<file path="src/hdl/bsd_pkg.sv">
package bsd_pkg;

   localparam int RUN_W      = 14;
   localparam int MUL_W      = RUN_W + 3;
   localparam int TOTAL_W    = 32;
   localparam int DIGIT_W    = 4;
   localparam int CODE_DIGITS = 8;
   localparam int POS_W      = $clog2(CODE_DIGITS);
   localparam int FIFO_DEPTH = 4;

   localparam logic [DIGIT_W-1:0] DIGIT_BAD = 4'hF;

   // One queued word: what a single input bit asks of the back end, in order:
   // frame start, pattern decode, row end, frame result.
   typedef struct packed {
      logic             frame_start;
      logic             pattern;
      logic             row_end;
      logic             frame_end;
      logic [RUN_W-1:0] run_last;
      logic [RUN_W-1:0] run_zero;
      logic [RUN_W-1:0] run_first;
   } event_type;

endpackage

</file>
<file path="src/hdl/bsd_if.sv">
interface bsd_req_if;
   logic valid;
   logic ready;
   logic bit_now;
   logic bit_above;
   logic row_end;
   logic frame_start;
   logic frame_end;

   modport source(output valid, bit_now, bit_above, row_end, frame_start, frame_end,
                  input ready);
   modport sink(input valid, bit_now, bit_above, row_end, frame_start, frame_end,
                output ready);
endinterface

interface bsd_rsp_if;
   import bsd_pkg::*;
   logic               valid;
   logic               ready;
   logic [TOTAL_W-1:0] digit_total;
   logic               frame_done;

   modport source(output valid, digit_total, frame_done, input ready);
   modport sink(input valid, digit_total, frame_done, output ready);
endinterface

</file>
<file path="src/hdl/bsd_front.sv">
module bsd_front (
   input  logic                clock,
   input  logic                reset,
   bsd_req_if.sink             req_chan,
   input  logic                fifo_full,
   output logic                push,
   output bsd_pkg::event_type  push_word
);
   import bsd_pkg::*;

   typedef enum logic [3:0] {
      PH_IDLE   = 4'b0001,
      PH_ONES_A = 4'b0010,
      PH_ZEROS  = 4'b0100,
      PH_ONES_B = 4'b1000
   } phase_type;

   phase_type        phase_ff, phase_in, phase_cur;
   logic [RUN_W-1:0] run_last_ff, run_zero_ff, run_first_ff;
   logic [RUN_W-1:0] run_last_in, run_zero_in, run_first_in;
   logic [RUN_W-1:0] last_cur, zero_cur, first_cur;
   logic             accept, pat_done;

   function automatic logic [RUN_W-1:0] run_inc(input logic [RUN_W-1:0] v);
      return (v == '1) ? v : v + RUN_W'(1);
   endfunction

   assign req_chan.ready = !fifo_full;
   assign accept = req_chan.valid && req_chan.ready;

   always_comb begin
      // frame start clears the row before this bit
      phase_cur = req_chan.frame_start ? PH_IDLE : phase_ff;
      last_cur  = req_chan.frame_start ? '0 : run_last_ff;
      zero_cur  = req_chan.frame_start ? '0 : run_zero_ff;
      first_cur = req_chan.frame_start ? '0 : run_first_ff;
      phase_in     = phase_cur;
      run_last_in  = last_cur;
      run_zero_in  = zero_cur;
      run_first_in = first_cur;
      pat_done     = 1'b0;
      unique case (phase_cur)
         PH_IDLE: begin
            if (req_chan.bit_now && !req_chan.bit_above) begin
               run_last_in  = '0;
               run_zero_in  = '0;
               run_first_in = RUN_W'(1);
               phase_in     = PH_ONES_A;
            end
         end
         PH_ONES_A: begin
            if (req_chan.bit_now) begin
               run_first_in = run_inc(first_cur);
            end else begin
               run_zero_in = RUN_W'(1);
               phase_in    = PH_ZEROS;
            end
         end
         PH_ZEROS: begin
            if (!req_chan.bit_now) begin
               run_zero_in = run_inc(zero_cur);
            end else begin
               run_last_in = RUN_W'(1);
               phase_in    = PH_ONES_B;
            end
         end
         PH_ONES_B: begin
            if (req_chan.bit_now) begin
               run_last_in = run_inc(last_cur);
            end else begin
               pat_done = 1'b1;
               phase_in = PH_IDLE;
            end
         end
         default: phase_in = PH_IDLE;
      endcase
      if (req_chan.row_end) begin
         phase_in     = PH_IDLE;
         run_last_in  = '0;
         run_zero_in  = '0;
         run_first_in = '0;
      end
   end

   assign push_word.frame_start = req_chan.frame_start;
   assign push_word.pattern     = pat_done;
   assign push_word.row_end     = req_chan.row_end;
   assign push_word.frame_end   = req_chan.frame_end;
   assign push_word.run_last    = last_cur;
   assign push_word.run_zero    = zero_cur;
   assign push_word.run_first   = first_cur;

   assign push = accept && (pat_done || req_chan.frame_start || req_chan.row_end ||
                            req_chan.frame_end);

   always_ff @(posedge clock) begin
      if (reset) begin
         phase_ff     <= PH_IDLE;
         run_last_ff  <= '0;
         run_zero_ff  <= '0;
         run_first_ff <= '0;
      end else if (accept) begin
         phase_ff     <= phase_in;
         run_last_ff  <= run_last_in;
         run_zero_ff  <= run_zero_in;
         run_first_ff <= run_first_in;
      end
   end

endmodule

</file>
<file path="src/hdl/bsd_fifo.sv">
module bsd_fifo (
   input  logic                clock,
   input  logic                reset,
   input  logic                push,
   input  bsd_pkg::event_type  push_word,
   input  logic                pop,
   output bsd_pkg::event_type  pop_word,
   output logic                full,
   output logic                empty
);
   import bsd_pkg::*;

   localparam int PTR_W = $clog2(FIFO_DEPTH);
   localparam int CNT_W = $clog2(FIFO_DEPTH + 1);

   event_type        slot_ff [FIFO_DEPTH];
   logic [PTR_W-1:0] wr_ptr_ff, rd_ptr_ff;
   logic [CNT_W-1:0] count_ff;
   logic             do_push, do_pop;

   assign full     = (count_ff == CNT_W'(FIFO_DEPTH));
   assign empty    = (count_ff == '0);
   assign do_push  = push && !full;
   assign do_pop   = pop && !empty;
   assign pop_word = slot_ff[rd_ptr_ff];

   always_ff @(posedge clock) begin
      if (do_push) begin
         slot_ff[wr_ptr_ff] <= push_word;
      end
   end

   always_ff @(posedge clock) begin
      if (reset) begin
         wr_ptr_ff <= '0;
         rd_ptr_ff <= '0;
         count_ff  <= '0;
      end else begin
         if (do_push) begin
            wr_ptr_ff <= (wr_ptr_ff == PTR_W'(FIFO_DEPTH - 1)) ? '0 : wr_ptr_ff + PTR_W'(1);
         end
         if (do_pop) begin
            rd_ptr_ff <= (rd_ptr_ff == PTR_W'(FIFO_DEPTH - 1)) ? '0 : rd_ptr_ff + PTR_W'(1);
         end
         if (do_push && !do_pop) begin
            count_ff <= count_ff + CNT_W'(1);
         end else if (do_pop && !do_push) begin
            count_ff <= count_ff - CNT_W'(1);
         end
      end
   end

endmodule

</file>
<file path="src/hdl/bsd_back.sv">
module bsd_back (
   input  logic                clock,
   input  logic                reset,
   input  bsd_pkg::event_type  pop_word,
   input  logic                fifo_empty,
   output logic                pop,
   bsd_rsp_if.source           rsp_chan
);
   import bsd_pkg::*;

   typedef enum logic [8:0] {
      ST_IDLE  = 9'b000000001,
      ST_MIN   = 9'b000000010,
      ST_MULT  = 9'b000000100,
      ST_QUOT  = 9'b000001000,
      ST_STORE = 9'b000010000,
      ST_CHECK = 9'b000100000,
      ST_TOTAL = 9'b001000000,
      ST_TAIL  = 9'b010000000,
      ST_OUT   = 9'b100000000
   } state_type;

   state_type          state_ff, state_in;
   event_type          word_ff, word_in;
   logic [RUN_W-1:0]   mn_ff, mn_in;
   logic [MUL_W-1:0]   m2_ff, m3_ff, m4_ff, m5_ff;
   logic [MUL_W-1:0]   m2_in, m3_in, m4_in, m5_in;
   logic [DIGIT_W-1:0] digit_ff, digit_in;
   logic [DIGIT_W-1:0] store_ff [CODE_DIGITS];
   logic [DIGIT_W-1:0] store_in [CODE_DIGITS];
   logic [POS_W-1:0]   pos_ff, pos_in;
   logic               skip_ff, skip_in;
   logic [TOTAL_W-1:0] total_ff, total_in;
   logic [6:0]         sum_ff, sum_in;
   logic               sum_ok_ff, sum_ok_in;
   logic               rsp_valid_ff, rsp_valid_in;
   logic [TOTAL_W-1:0] rsp_total_ff, rsp_total_in;

   logic [2:0]         q_last, q_zero, q_first;
   logic               over;
   logic [5:0]         even, odd;
   logic [7:0]         chk;
   logic [TOTAL_W:0]   total_sum;

   // quotient of r by mn, counted by compares against the multiples of mn
   function automatic logic [2:0] quot(input logic [RUN_W-1:0] r,
                                       input logic [RUN_W-1:0] m1,
                                       input logic [MUL_W-1:0] m2,
                                       input logic [MUL_W-1:0] m3,
                                       input logic [MUL_W-1:0] m4);
      logic [MUL_W-1:0] rw;
      rw = MUL_W'(r);
      return 3'(rw >= MUL_W'(m1)) + 3'(rw >= m2) + 3'(rw >= m3) + 3'(rw >= m4);
   endfunction

   function automatic logic [DIGIT_W-1:0] ratio_digit(input logic [2:0] ql,
                                                      input logic [2:0] qz,
                                                      input logic [2:0] qf);
      logic [DIGIT_W-1:0] d;
      unique case ({ql, qz, qf})
         {3'd2, 3'd1, 3'd1}: d = 4'd0;
         {3'd2, 3'd2, 3'd1}: d = 4'd1;
         {3'd1, 3'd2, 3'd2}: d = 4'd2;
         {3'd4, 3'd1, 3'd1}: d = 4'd3;
         {3'd1, 3'd3, 3'd2}: d = 4'd4;
         {3'd2, 3'd3, 3'd1}: d = 4'd5;
         {3'd1, 3'd1, 3'd4}: d = 4'd6;
         {3'd3, 3'd1, 3'd2}: d = 4'd7;
         {3'd2, 3'd1, 3'd3}: d = 4'd8;
         {3'd1, 3'd1, 3'd2}: d = 4'd9;
         default:            d = DIGIT_BAD;
      endcase
      return d;
   endfunction

   // remainder by ten through the reciprocal 205 / 2048, exact for every 8-bit input
   function automatic logic [3:0] mod_ten(input logic [7:0] v);
      logic [15:0] p;
      logic [7:0]  q;
      p = 16'(v) * 16'd205;
      q = 8'(p[15:11]);
      return 4'(v - q * 8'd10);
   endfunction

   assign pop = (state_ff == ST_IDLE) && !fifo_empty;

   assign rsp_chan.valid       = rsp_valid_ff;
   assign rsp_chan.digit_total = rsp_total_ff;
   assign rsp_chan.frame_done  = 1'b1;

   always_comb begin
      q_last  = quot(word_ff.run_last, mn_ff, m2_ff, m3_ff, m4_ff);
      q_zero  = quot(word_ff.run_zero, mn_ff, m2_ff, m3_ff, m4_ff);
      q_first = quot(word_ff.run_first, mn_ff, m2_ff, m3_ff, m4_ff);
      over    = (MUL_W'(word_ff.run_last) >= m5_ff) || (MUL_W'(word_ff.run_zero) >= m5_ff) ||
                (MUL_W'(word_ff.run_first) >= m5_ff) || (mn_ff == '0);
      even    = 6'(store_ff[0]) + 6'(store_ff[2]) + 6'(store_ff[4]) + 6'(store_ff[6]);
      odd     = 6'(store_ff[1]) + 6'(store_ff[3]) + 6'(store_ff[5]) + 6'(store_ff[7]);
      chk     = 8'(even) + 8'({even, 1'b0}) + 8'(odd);
      total_sum = {1'b0, total_ff} + (TOTAL_W + 1)'(sum_ff);
   end

   always_comb begin
      state_in     = state_ff;
      word_in      = word_ff;
      mn_in        = mn_ff;
      m2_in        = m2_ff;
      m3_in        = m3_ff;
      m4_in        = m4_ff;
      m5_in        = m5_ff;
      digit_in     = digit_ff;
      store_in     = store_ff;
      pos_in       = pos_ff;
      skip_in      = skip_ff;
      total_in     = total_ff;
      sum_in       = sum_ff;
      sum_ok_in    = sum_ok_ff;
      rsp_total_in = rsp_total_ff;
      rsp_valid_in = rsp_valid_ff && !rsp_chan.ready;

      unique case (state_ff)
         ST_IDLE: begin
            if (!fifo_empty) begin
               word_in = pop_word;
               if (pop_word.frame_start) begin
                  total_in = '0;
                  pos_in   = POS_W'(CODE_DIGITS - 1);
                  skip_in  = 1'b0;
               end
               if (pop_word.pattern && !(skip_ff && !pop_word.frame_start)) begin
                  state_in = ST_MIN;
               end else begin
                  state_in = ST_TAIL;
               end
            end
         end
         ST_MIN: begin
            mn_in = word_ff.run_first;
            if (word_ff.run_last < mn_in) mn_in = word_ff.run_last;
            if (word_ff.run_zero < mn_in) mn_in = word_ff.run_zero;
            state_in = ST_MULT;
         end
         ST_MULT: begin
            m2_in    = MUL_W'({mn_ff, 1'b0});
            m3_in    = MUL_W'({mn_ff, 1'b0}) + MUL_W'(mn_ff);
            m4_in    = MUL_W'({mn_ff, 2'b00});
            m5_in    = MUL_W'({mn_ff, 2'b00}) + MUL_W'(mn_ff);
            state_in = ST_QUOT;
         end
         ST_QUOT: begin
            digit_in = over ? DIGIT_BAD : ratio_digit(q_last, q_zero, q_first);
            state_in = ST_STORE;
         end
         ST_STORE: begin
            if (digit_ff == DIGIT_BAD) begin
               total_in = '0;
               skip_in  = 1'b1;
               state_in = ST_TAIL;
            end else begin
               store_in[pos_ff] = digit_ff;
               if (pos_ff == '0) begin
                  state_in = ST_CHECK;
               end else begin
                  pos_in   = pos_ff - POS_W'(1);
                  state_in = ST_TAIL;
               end
            end
         end
         ST_CHECK: begin
            sum_in    = 7'(even) + 7'(odd);
            sum_ok_in = (mod_ten(chk) == 4'd0);
            pos_in    = POS_W'(CODE_DIGITS - 1);
            state_in  = ST_TOTAL;
         end
         ST_TOTAL: begin
            if (sum_ok_ff) begin
               total_in = total_sum[TOTAL_W] ? '1 : total_sum[TOTAL_W-1:0];
            end
            state_in = ST_TAIL;
         end
         ST_TAIL: begin
            if (word_ff.row_end) begin
               pos_in  = POS_W'(CODE_DIGITS - 1);
               skip_in = 1'b0;
            end
            state_in = word_ff.frame_end ? ST_OUT : ST_IDLE;
         end
         ST_OUT: begin
            // hold until the output register is free
            if (!rsp_valid_ff || rsp_chan.ready) begin
               rsp_valid_in = 1'b1;
               rsp_total_in = total_ff;
               state_in     = ST_IDLE;
            end
         end
         default: state_in = ST_IDLE;
      endcase
   end

   always_ff @(posedge clock) begin
      word_ff      <= word_in;
      mn_ff        <= mn_in;
      m2_ff        <= m2_in;
      m3_ff        <= m3_in;
      m4_ff        <= m4_in;
      m5_ff        <= m5_in;
      digit_ff     <= digit_in;
      store_ff     <= store_in;
      sum_ff       <= sum_in;
      sum_ok_ff    <= sum_ok_in;
      rsp_total_ff <= rsp_total_in;
   end

   always_ff @(posedge clock) begin
      if (reset) begin
         state_ff     <= ST_IDLE;
         pos_ff       <= POS_W'(CODE_DIGITS - 1);
         skip_ff      <= 1'b0;
         total_ff     <= '0;
         rsp_valid_ff <= 1'b0;
      end else begin
         state_ff     <= state_in;
         pos_ff       <= pos_in;
         skip_ff      <= skip_in;
         total_ff     <= total_in;
         rsp_valid_ff <= rsp_valid_in;
      end
   end

endmodule

</file>
<file path="src/hdl/barcode_scanline_decoder.sv">
// Barcode scan line decoder.
// req_chan takes one image bit per word, a row fed right to left, with the
// bit above it and the row_end, frame_start and frame_end marks. rsp_chan
// gives one word per frame_end bit: the saturating digit total of the frame
// and frame_done, which is always 1.
// The front end measures the one/zero/one runs and accepts a bit every cycle
// while its four-word event queue has room. Only bits that close a pattern
// or carry a mark enter the queue. The back end drains the queue one event
// at a time: a mark alone passes through the idle and tail states, a
// pattern adds the min, mult, quotient and store states, and the eighth
// digit of a code adds the checksum test and the total update; an event
// that carries frame_end also loads the result in the out state. The back
// end sequencer sets the sustained rate; a pattern needs at least four
// bits. Reset empties the queue, clears the total and the row state, and
// drops any pending result. When the receiver stalls, the result is held
// in the output register, the back end waits on its next result, and once
// the queue fills req_chan.ready falls.
module barcode_scanline_decoder (
   input  logic       clock,
   input  logic       reset,
   bsd_req_if.sink    req_chan,
   bsd_rsp_if.source  rsp_chan
);
   import bsd_pkg::*;

   event_type push_word, pop_word;
   logic      push, pop, fifo_full, fifo_empty;

   bsd_front u_front (
      .clock     (clock),
      .reset     (reset),
      .req_chan  (req_chan),
      .fifo_full (fifo_full),
      .push      (push),
      .push_word (push_word)
   );

   bsd_fifo u_fifo (
      .clock     (clock),
      .reset     (reset),
      .push      (push),
      .push_word (push_word),
      .pop       (pop),
      .pop_word  (pop_word),
      .full      (fifo_full),
      .empty     (fifo_empty)
   );

   bsd_back u_back (
      .clock      (clock),
      .reset      (reset),
      .pop_word   (pop_word),
      .fifo_empty (fifo_empty),
      .pop        (pop),
      .rsp_chan   (rsp_chan)
   );

endmodule

</file>
<file path="src/flat_wrapper.sv">
// flat-port wrapper written by rule: the top's interface ports become plain ports
module barcode_scanline_decoder_flat import bsd_pkg::*;
  (clock, reset, req_chan_valid, req_chan_bit_now, req_chan_bit_above, req_chan_row_end, req_chan_frame_start, req_chan_frame_end, req_chan_ready, rsp_chan_valid, rsp_chan_digit_total, rsp_chan_frame_done, rsp_chan_ready);
  bsd_req_if req_chan_i ();
  bsd_rsp_if rsp_chan_i ();
  input  logic clock;
  input  logic reset;
  input wire logic [$bits(req_chan_i.valid)-1:0] req_chan_valid;
  input wire logic [$bits(req_chan_i.bit_now)-1:0] req_chan_bit_now;
  input wire logic [$bits(req_chan_i.bit_above)-1:0] req_chan_bit_above;
  input wire logic [$bits(req_chan_i.row_end)-1:0] req_chan_row_end;
  input wire logic [$bits(req_chan_i.frame_start)-1:0] req_chan_frame_start;
  input wire logic [$bits(req_chan_i.frame_end)-1:0] req_chan_frame_end;
  output wire logic [$bits(req_chan_i.ready)-1:0] req_chan_ready;
  output wire logic [$bits(rsp_chan_i.valid)-1:0] rsp_chan_valid;
  output wire logic [$bits(rsp_chan_i.digit_total)-1:0] rsp_chan_digit_total;
  output wire logic [$bits(rsp_chan_i.frame_done)-1:0] rsp_chan_frame_done;
  input wire logic [$bits(rsp_chan_i.ready)-1:0] rsp_chan_ready;
  assign req_chan_i.valid = req_chan_valid;
  assign req_chan_i.bit_now = req_chan_bit_now;
  assign req_chan_i.bit_above = req_chan_bit_above;
  assign req_chan_i.row_end = req_chan_row_end;
  assign req_chan_i.frame_start = req_chan_frame_start;
  assign req_chan_i.frame_end = req_chan_frame_end;
  assign req_chan_ready = req_chan_i.ready;
  assign rsp_chan_valid = rsp_chan_i.valid;
  assign rsp_chan_digit_total = rsp_chan_i.digit_total;
  assign rsp_chan_frame_done = rsp_chan_i.frame_done;
  assign rsp_chan_i.ready = rsp_chan_ready;
  barcode_scanline_decoder u_core (.clock(clock), .reset(reset), .req_chan(req_chan_i), .rsp_chan(rsp_chan_i));
endmodule
</file>
<file path="config.mk">
export PLATFORM = sky130hd
export DESIGN_NAME = barcode_scanline_decoder_flat
export DESIGN_NICKNAME = d
export VERILOG_FILES = /design/src/hdl/bsd_pkg.sv /design/src/hdl/bsd_if.sv /design/src/hdl/bsd_front.sv /design/src/hdl/bsd_fifo.sv /design/src/hdl/bsd_back.sv /design/src/hdl/barcode_scanline_decoder.sv /design/src/flat_wrapper.sv
export SDC_FILE = /design/constraint.sdc
export NUM_CORES = 1
export LEC_CHECK = 0
export BUFFER_PORTS_ARGS = -buffer_cell sky130_fd_sc_hd__buf_4
export CORE_MARGIN = 2
export CORE_UTILIZATION = 55
export CTS_CLUSTER_SIZE = 20
export DETAILED_ROUTE_END_ITERATION = 8
export GPL_TIMING_DRIVEN = 1
export PLACE_DENSITY = 0.71
export SKIP_LAST_GASP = 1
export SYNTH_ARGS = -nofsm -noshare
export SYNTH_HDL_FRONTEND = slang
export SYNTH_SLANG_ARGS = --single-unit
</file>
<file path="constraint.sdc">
create_clock -name clock -period 18.6 [get_ports clock]
set_clock_uncertainty 0.1 [all_clocks]
set_input_delay 2.79 -clock clock [delete_from_list [all_inputs] [get_ports clock]]
set_output_delay 2.79 -clock clock [all_outputs]
set_load 0.03 [all_outputs]
</file>
Yosys cells after proc, flatten, opt, wreduce, memory -nomap -nowiden
Memory sizes are Yosys's and may differ from the RTL's. A register that Yosys moved wholly into a read port is not among the register bits. Index checks and enable logic that the tools add are counted.

Order comparisons: 19. Eq/ne operators: 38. Muxes and demuxes: 70. Reductions and logical operators: 43. Bitwise logic cells: 3. $mul: 2. Add/sub/neg operators: 30.

Operator list (count): two-way mux 14 bit (20); two-way mux 32 bit (5); greater-or-equal comparator 14 x 17 -> 1 bit (6); one-hot mux 32 bit (3 select lines) (1); one-hot mux 14 bit (3 select lines) (2); one-hot mux 9 bit (9 select lines) (1); == test 9 x 8 -> 1 bit, second input constant (6); greater-or-equal comparator 14 x 16 -> 1 bit (3); == test 9 x 7 -> 1 bit, second input constant (5); greater-or-equal comparator 14 x 15 -> 1 bit (3); adder 14 x 1 -> 14 bit, second input constant (3); == test 14 bit, second input constant (3); greater-or-equal comparator 14 bit (3); one-hot mux 4 bit (10 select lines) (1); adder 32 x 7 -> 33 bit (1); bitwise mux 32 bit (1); less-than comparator 14 bit (2); two-way mux 4 bit (7); one-hot mux 14 bit (2 select lines) (1); two-way mux 9 bit (3); two-way mux 8 bit (3); two-way mux 3 bit (7); == test 9 bit, second input constant (2); adder 16 x 14 -> 17 bit (1); 51 further kinds (115).

Memories: 1. Register bits: 281. Bits of input ports: 9. Output and inout port bits: 35. Memory bits (writable): 184.

Memories: u_core.u_fifo.slot_ff (depth 4, bits a word 46, read ports 1, clocked after memory_dff 1, write ports 1, line bsd_fifo.sv:16) `event_type slot_ff [FIFO_DEPTH];`.

Depth between registers and ports, before layout
Depth in word-level cells: 12. Depth in mapped cells: 35. Mapped depth without buffers: 35.

Hierarchy
Synthesis repeated with hierarchy kept, for this count alone.

Cell total of the unflattened synthesis: 2496. Area, all modules: 28252.1 um^2.

By module, submodules not included: bsd_back (area each 17380.4 um^2, sequential area each 6266.0 um^2, times used 1, cells each 1706); bsd_fifo (area each 7141.8 um^2, sequential area each 5705.5 um^2, times used 1, cells each 290); bsd_front (area each 3729.8 um^2, sequential area each 920.9 um^2, times used 1, cells each 500).

Worst setup path after synthesis
Ideal clock, no wire load.

Kind: register to register. Start point: register u_core.u_back.store_ff[13] in the netlist's numbering. End point: register u_core.u_back.sum_ok_ff (data pin). Data arrival time: 8.256 ns. Library setup time: 0.259 ns. Setup slack: 9.985 ns. Data required time: 18.241 ns. Period minus slack after synthesis: 8.615 ns. Cell stages (with the launch flop): 34. Cell sequence: edfxtp_1 inv_1 fa_1 fa_1 inv_1 ha_1 fa_1 fa_1 ha_1 a21o_1 a21oi_1 o21bai_1 a21oi_1 xnor2_1 ha_1 inv_1 fa_1 fa_1 fa_1 inv_1 ha_1 a2111oi_0 o21ai_1 a221oi_1 inv_1 a21oi_1 xnor2_1 fa_1 xnor2_1 xnor2_1 xnor2_1 xnor2_1 xnor2_1 nor3_1.

Word-level cells in the longest chain between the ends: 8.

RTL lines: start: declaration (line bsd_back.sv:29) `logic [DIGIT_W-1:0] store_ff [CODE_DIGITS];`; start signal: assignment (line bsd_back.sv:208) `store_ff <= store_in;`; adder 5 x 4 -> 6 bit (*) (line bsd_back.sv:97) `even = 6'(store_ff[0]) + 6'(store_ff[2]) + 6'(store_ff[4]) + 6'(store_ff[6]);`; adder 6 x 4 -> 6 bit (*) (line bsd_back.sv:97); adder 6 x 7 -> 8 bit (*) (line bsd_back.sv:99) `chk = 8'(even) + 8'({even, 1'b0}) + 8'(odd);`; adder 8 x 6 -> 8 bit (*) (line bsd_back.sv:99); multiplier 8 x 8 -> 16 bit (line bsd_back.sv:80) `p = 16'(v) * 16'd205;`; multiplier 5 x 3 -> 3 bit (line bsd_back.sv:82) `return 4'(v - q * 8'd10);`; subtractor 4 bit (*) (line bsd_back.sv:82); zero test 4 bit (*) (line bsd_back.sv:171) `sum_ok_in = (mod_ten(chk) == 4'd0);`; end signal: assignment (line bsd_back.sv:210) `sum_ok_ff <= sum_ok_in;`; end: declaration (line bsd_back.sv:35) `logic sum_ok_ff, sum_ok_in;`.

Every way passes the cells marked *; elsewhere a longest branch is shown, timed or not. A chain may end at the register's enable or synchronous reset.

Worst setup path in the final report
Start point: register u_core.u_back.store_ff[5] in the netlist's numbering. End point: register u_core.u_back.sum_ok_ff (data pin).

Word-level cells in the longest chain between the ends: 7.

RTL lines (line): adder 6 x 4 -> 6 bit (*) (bsd_back.sv:97); adder 6 x 7 -> 8 bit (*) (bsd_back.sv:99); adder 8 x 6 -> 8 bit (*) (bsd_back.sv:99); multiplier 8 x 8 -> 16 bit (bsd_back.sv:80); multiplier 5 x 3 -> 3 bit (bsd_back.sv:82); subtractor 4 bit (*) (bsd_back.sv:82); zero test 4 bit (*) (bsd_back.sv:171).

Marked as above.

==> results.txt <==
status = complete, no violations
largest family of logic cells by synthesized area = adder cells
total gr overflow = 0
initial antenna violation count = 0
hpwl dp = 48,400 um
maximum clock frequency = 108 MHz
sw frac = 35.5%
Final Setup Violations = 0
number of global-route vias before repair = 19,700
mux cell area share after synthesis = 4.93%
Worst-Skew Late Latency = 0.59 ns
worst slew pin tran = 1.07 ns
Worst-path clk slew = 0.06 ns
commonest non-fill, non-tap cell in the layout = edfxtp_1
routing usage on met1 = 35.6%
Synth top area share = 39.2%
internal cell power = 2.41 mW
Cell Rows = 82
met3 usage = 3.32%
CP Launch Type = register
non-filler instance count after layout = 3,209
IO Count = 44
Nets = 2,883
routed vias/inst = 6.16
CTS Buf Count = 49
Most Crowded Layer GR = met2
final wirelength = 67,200 um
Simple-Gate Fraction of Synth Area = 11.6%
R2R Path End = u_core.u_back.sum_ok_ff$_DFFE_PP_
period utilization = 49.6%
worst hold path type = register to register
wire length per cell = 20.9 um
Initial Util = 55.5%
Die W = 229 um
area share of fa/ha/maj cells after synthesis = 18.2%
Min Hold Slack = 0.355 ns
register area share after synthesis = 46.5%
Seq pwr share = 39.8%
slowest stage delay, CP = 0.55 ns
CP max-delay cell = fa_1
die area = 52,200 um^2
CP Max Fanout = 6
Final TNS setup = 0 ns
relative slew slack = 28.8%
Power Dens Cells = 122 nW/um^2
end of the worst hold path = u_core.u_front.run_zero_ff[8]$_SDFFE_PP0P_
Core Box Area = 50,000 um^2
sequential cell area = 12,900 um^2
Synth async-reset ratio = 0%
Critical Path End Type = register
crit path kind = register to register
DRC = 0
post-cts sizing count = 0
clock sinks = 463
Die H = 229 um
min-delay src = u_core.u_front.run_zero_ff[8]$_SDFFE_PP0P_
Compound-Gate Fraction of Synth Area = 13.0%
Synth Flop Type = edfxtp_1
Antenna Cells = 0
layout cells sized above 1 = 8.16%
antenna viol nets, final = 0
FF-to-FF path depth = 34
peak supply drop = 0.0741 mV
cts hold-fix bufs = 0
clock share of power = 27.3%
# fillers = 3,992
max cap viols = 0
DR vias = 19,800
Synthesis Warnings = 0
Area Growth Syn to Fin = 9.86%
Fin. Hold Viols = 0
1st-iter DRT viols = 1,447
number of buffers added on ports = 42
Max Slew Vio Count = 0
commonest cells after routing, fill and taps aside = edfxtp_1, ha_1, inv_1
combinational share of power = 32.8%
Placed Cells = 3,117
Req. time, crit path = 18.83 ns
largest net degree at the start of global routing = 48
grt met2 use = 42.0%
CTS Buffer Depth = 3
Hold Path Cell Cnt = 2
# Post-CTS Setup Buffers = 0
synthesized area per cell = 11.3 um^2
leakage power = 12.2 nW
XOR/XNOR Fraction of Synth Area = 1.86%
synthesized instance count = 2,447
Synth Net Count = 2,834
worst r2r src = u_core.u_back.store_ff[5]$_DFFE_PP_
Worst Path Arrival = 9.44 ns
H-tree depth = 2
synth unique cells = 90
synthesized cell area = 27,700 um^2
#FFs+latches synth = 463
RD Place Congestion = 0.945
drt pass-1 iters = 7
Post-synth EDFFs = 362
fin crit period = 9.22 ns
first-pass GRT wire length = 107,000 um
RSZ-0062 raised after global routing = no
multi-input logic area = 13,800 um^2
Reg2Reg Setup Slack = 9.38 ns
CTS tree = done
Sw Pwr = 1.32 mW
clk root buf = clkbuf_16
Tot GR Track Use = 25.7%
ranking of synthesized cells by area = edfxtp_1, ha_1, dfxtp_1
Synth area leader = edfxtp_1
## logic make-up after synthesis
| family | Yosys count |
|---|---|
| fa+ha+maj | 380 |
| buf+inv | 282 |
| flops | 463 |
| other cells | 1 |
| compound gates | 560 |
| mux | 79 |
| simple gates | 623 |
| xor+xnor | 59 |
## power groups by stage
stage | logic (mW) | clock network, mW | registers, mW
after floorplan | 0.959 | 0 | 1.37
after global placement | 1.14 | 0 | 1.49
after detailed placement | 1.21 | 0 | 1.50
after CTS | 1.22 | 1.04 | 1.48
after global routing | 1.37 | 1.08 | 1.50
final | 1.22 | 1.02 | 1.49
## per-stage QoR
stage          setup WS [ns]  util (%)  instance area [um^2]  power, mW
2_1_floorplan           9.98         -                 27700       2.33
3_3_place_gp            9.57      57.6                 28800       2.64
3_5_place_dp            9.34      57.6                 28800       2.71
4_1_cts                 9.31      61.0                 30500       3.74
5_1_grt                 8.65      61.0                 30500       3.94
6_report                9.38      61.0                 30500       3.73
## flip-flops by register name (all words and copies together) (netlist names), 7 cells and up, named ones only
register,cells
u_core.u_front.run_zero_ff,14
u_core.u_front.run_last_ff,14
u_core.u_back.word_ff,44
u_core.u_back.m5_ff,17
u_core.u_back.state_ff,9
u_core.u_back.total_ff,32
u_core.u_fifo.slot_ff,184
u_core.u_back.rsp_chan.digit_total,32
u_core.u_back.m2_ff,12
u_core.u_back.m3_ff,15
u_core.u_front.run_first_ff,14
u_core.u_back.store_ff,32
u_core.u_back.mn_ff,14
u_core.u_back.sum_ff,7
## final cells by class
class	instances	area share [%]
multi-input cells	1702	45.2
flip-flops and latches	463	42.3
clock buffers	54	4.09
inverters	225	2.77
well taps	672	2.76
clock inverters	38	1.48
repair buffers	55	1.36
## Yosys cell counts, types with 7 or more instances
library cell  number
a21o_1            47
a21oi_1          149
o221ai_1           7
a2111oi_0          7
nand3_1           56
o21ai_1           41
o21a_1            30
a31oi_1           28
mux2i_1           33
dfxtp_1          101
a211o_1            8
fa_1              39
a41oi_1           12
clkbuf_1          44
o31ai_1           10
nor4_1            16
o21ai_0           97
nor2b_1           65
edfxtp_1         362
ha_1             339
mux4_2            46
nand2_1          141
nor2_1           122
or3_1             11
and3_1            28
a311oi_1           7
xor2_1            15
nand4_1           44
xnor2_1           44
nand2b_1          29
o22ai_1            7
and2_1            20
a211oi_1          29
inv_1            224
and4_1             9
o211ai_1          15
nor3b_1            8
nor3_1            41
## critical path, delay by kind of cell, from the launching register on
kind                     cells  cell delay [ns]
adder cells (fa/ha/maj)     12             4.77
XOR/XNOR                     9             1.76
AO/OA/AOI/OAI                7             1.64
flip-flops                   1             0.32
buffers and inverters        5             0.30
AND/OR/NAND/NOR              1             0.06
## layer usage
metal	part of all wire, %	routed length (um)
met5	0	0
met4	3.2	2170
met3	5.6	3770
met2	47	31500
met1	44	29700
## worst max path at each step
stage | start | to | slack (ns) | cells after the start
floorplan | u_core.u_back.store_ff[13]$_DFFE_PP_ | u_core.u_back.sum_ok_ff$_DFFE_PP_ | 9.98 | 33
global placement | u_core.u_back.store_ff[13]$_DFFE_PP_ | u_core.u_back.sum_ok_ff$_DFFE_PP_ | 9.57 | 34
detailed placement | u_core.u_back.store_ff[21]$_DFFE_PP_ | u_core.u_back.sum_ok_ff$_DFFE_PP_ | 9.34 | 34
CTS | u_core.u_back.store_ff[5]$_DFFE_PP_ | u_core.u_back.sum_ok_ff$_DFFE_PP_ | 9.31 | 34
global route | u_core.u_back.store_ff[13]$_DFFE_PP_ | u_core.u_back.sum_ok_ff$_DFFE_PP_ | 8.65 | 34
finish | u_core.u_back.store_ff[5]$_DFFE_PP_ | u_core.u_back.sum_ok_ff$_DFFE_PP_ | 9.38 | 34
Note: power is estimated with default switching activity, not from simulation.
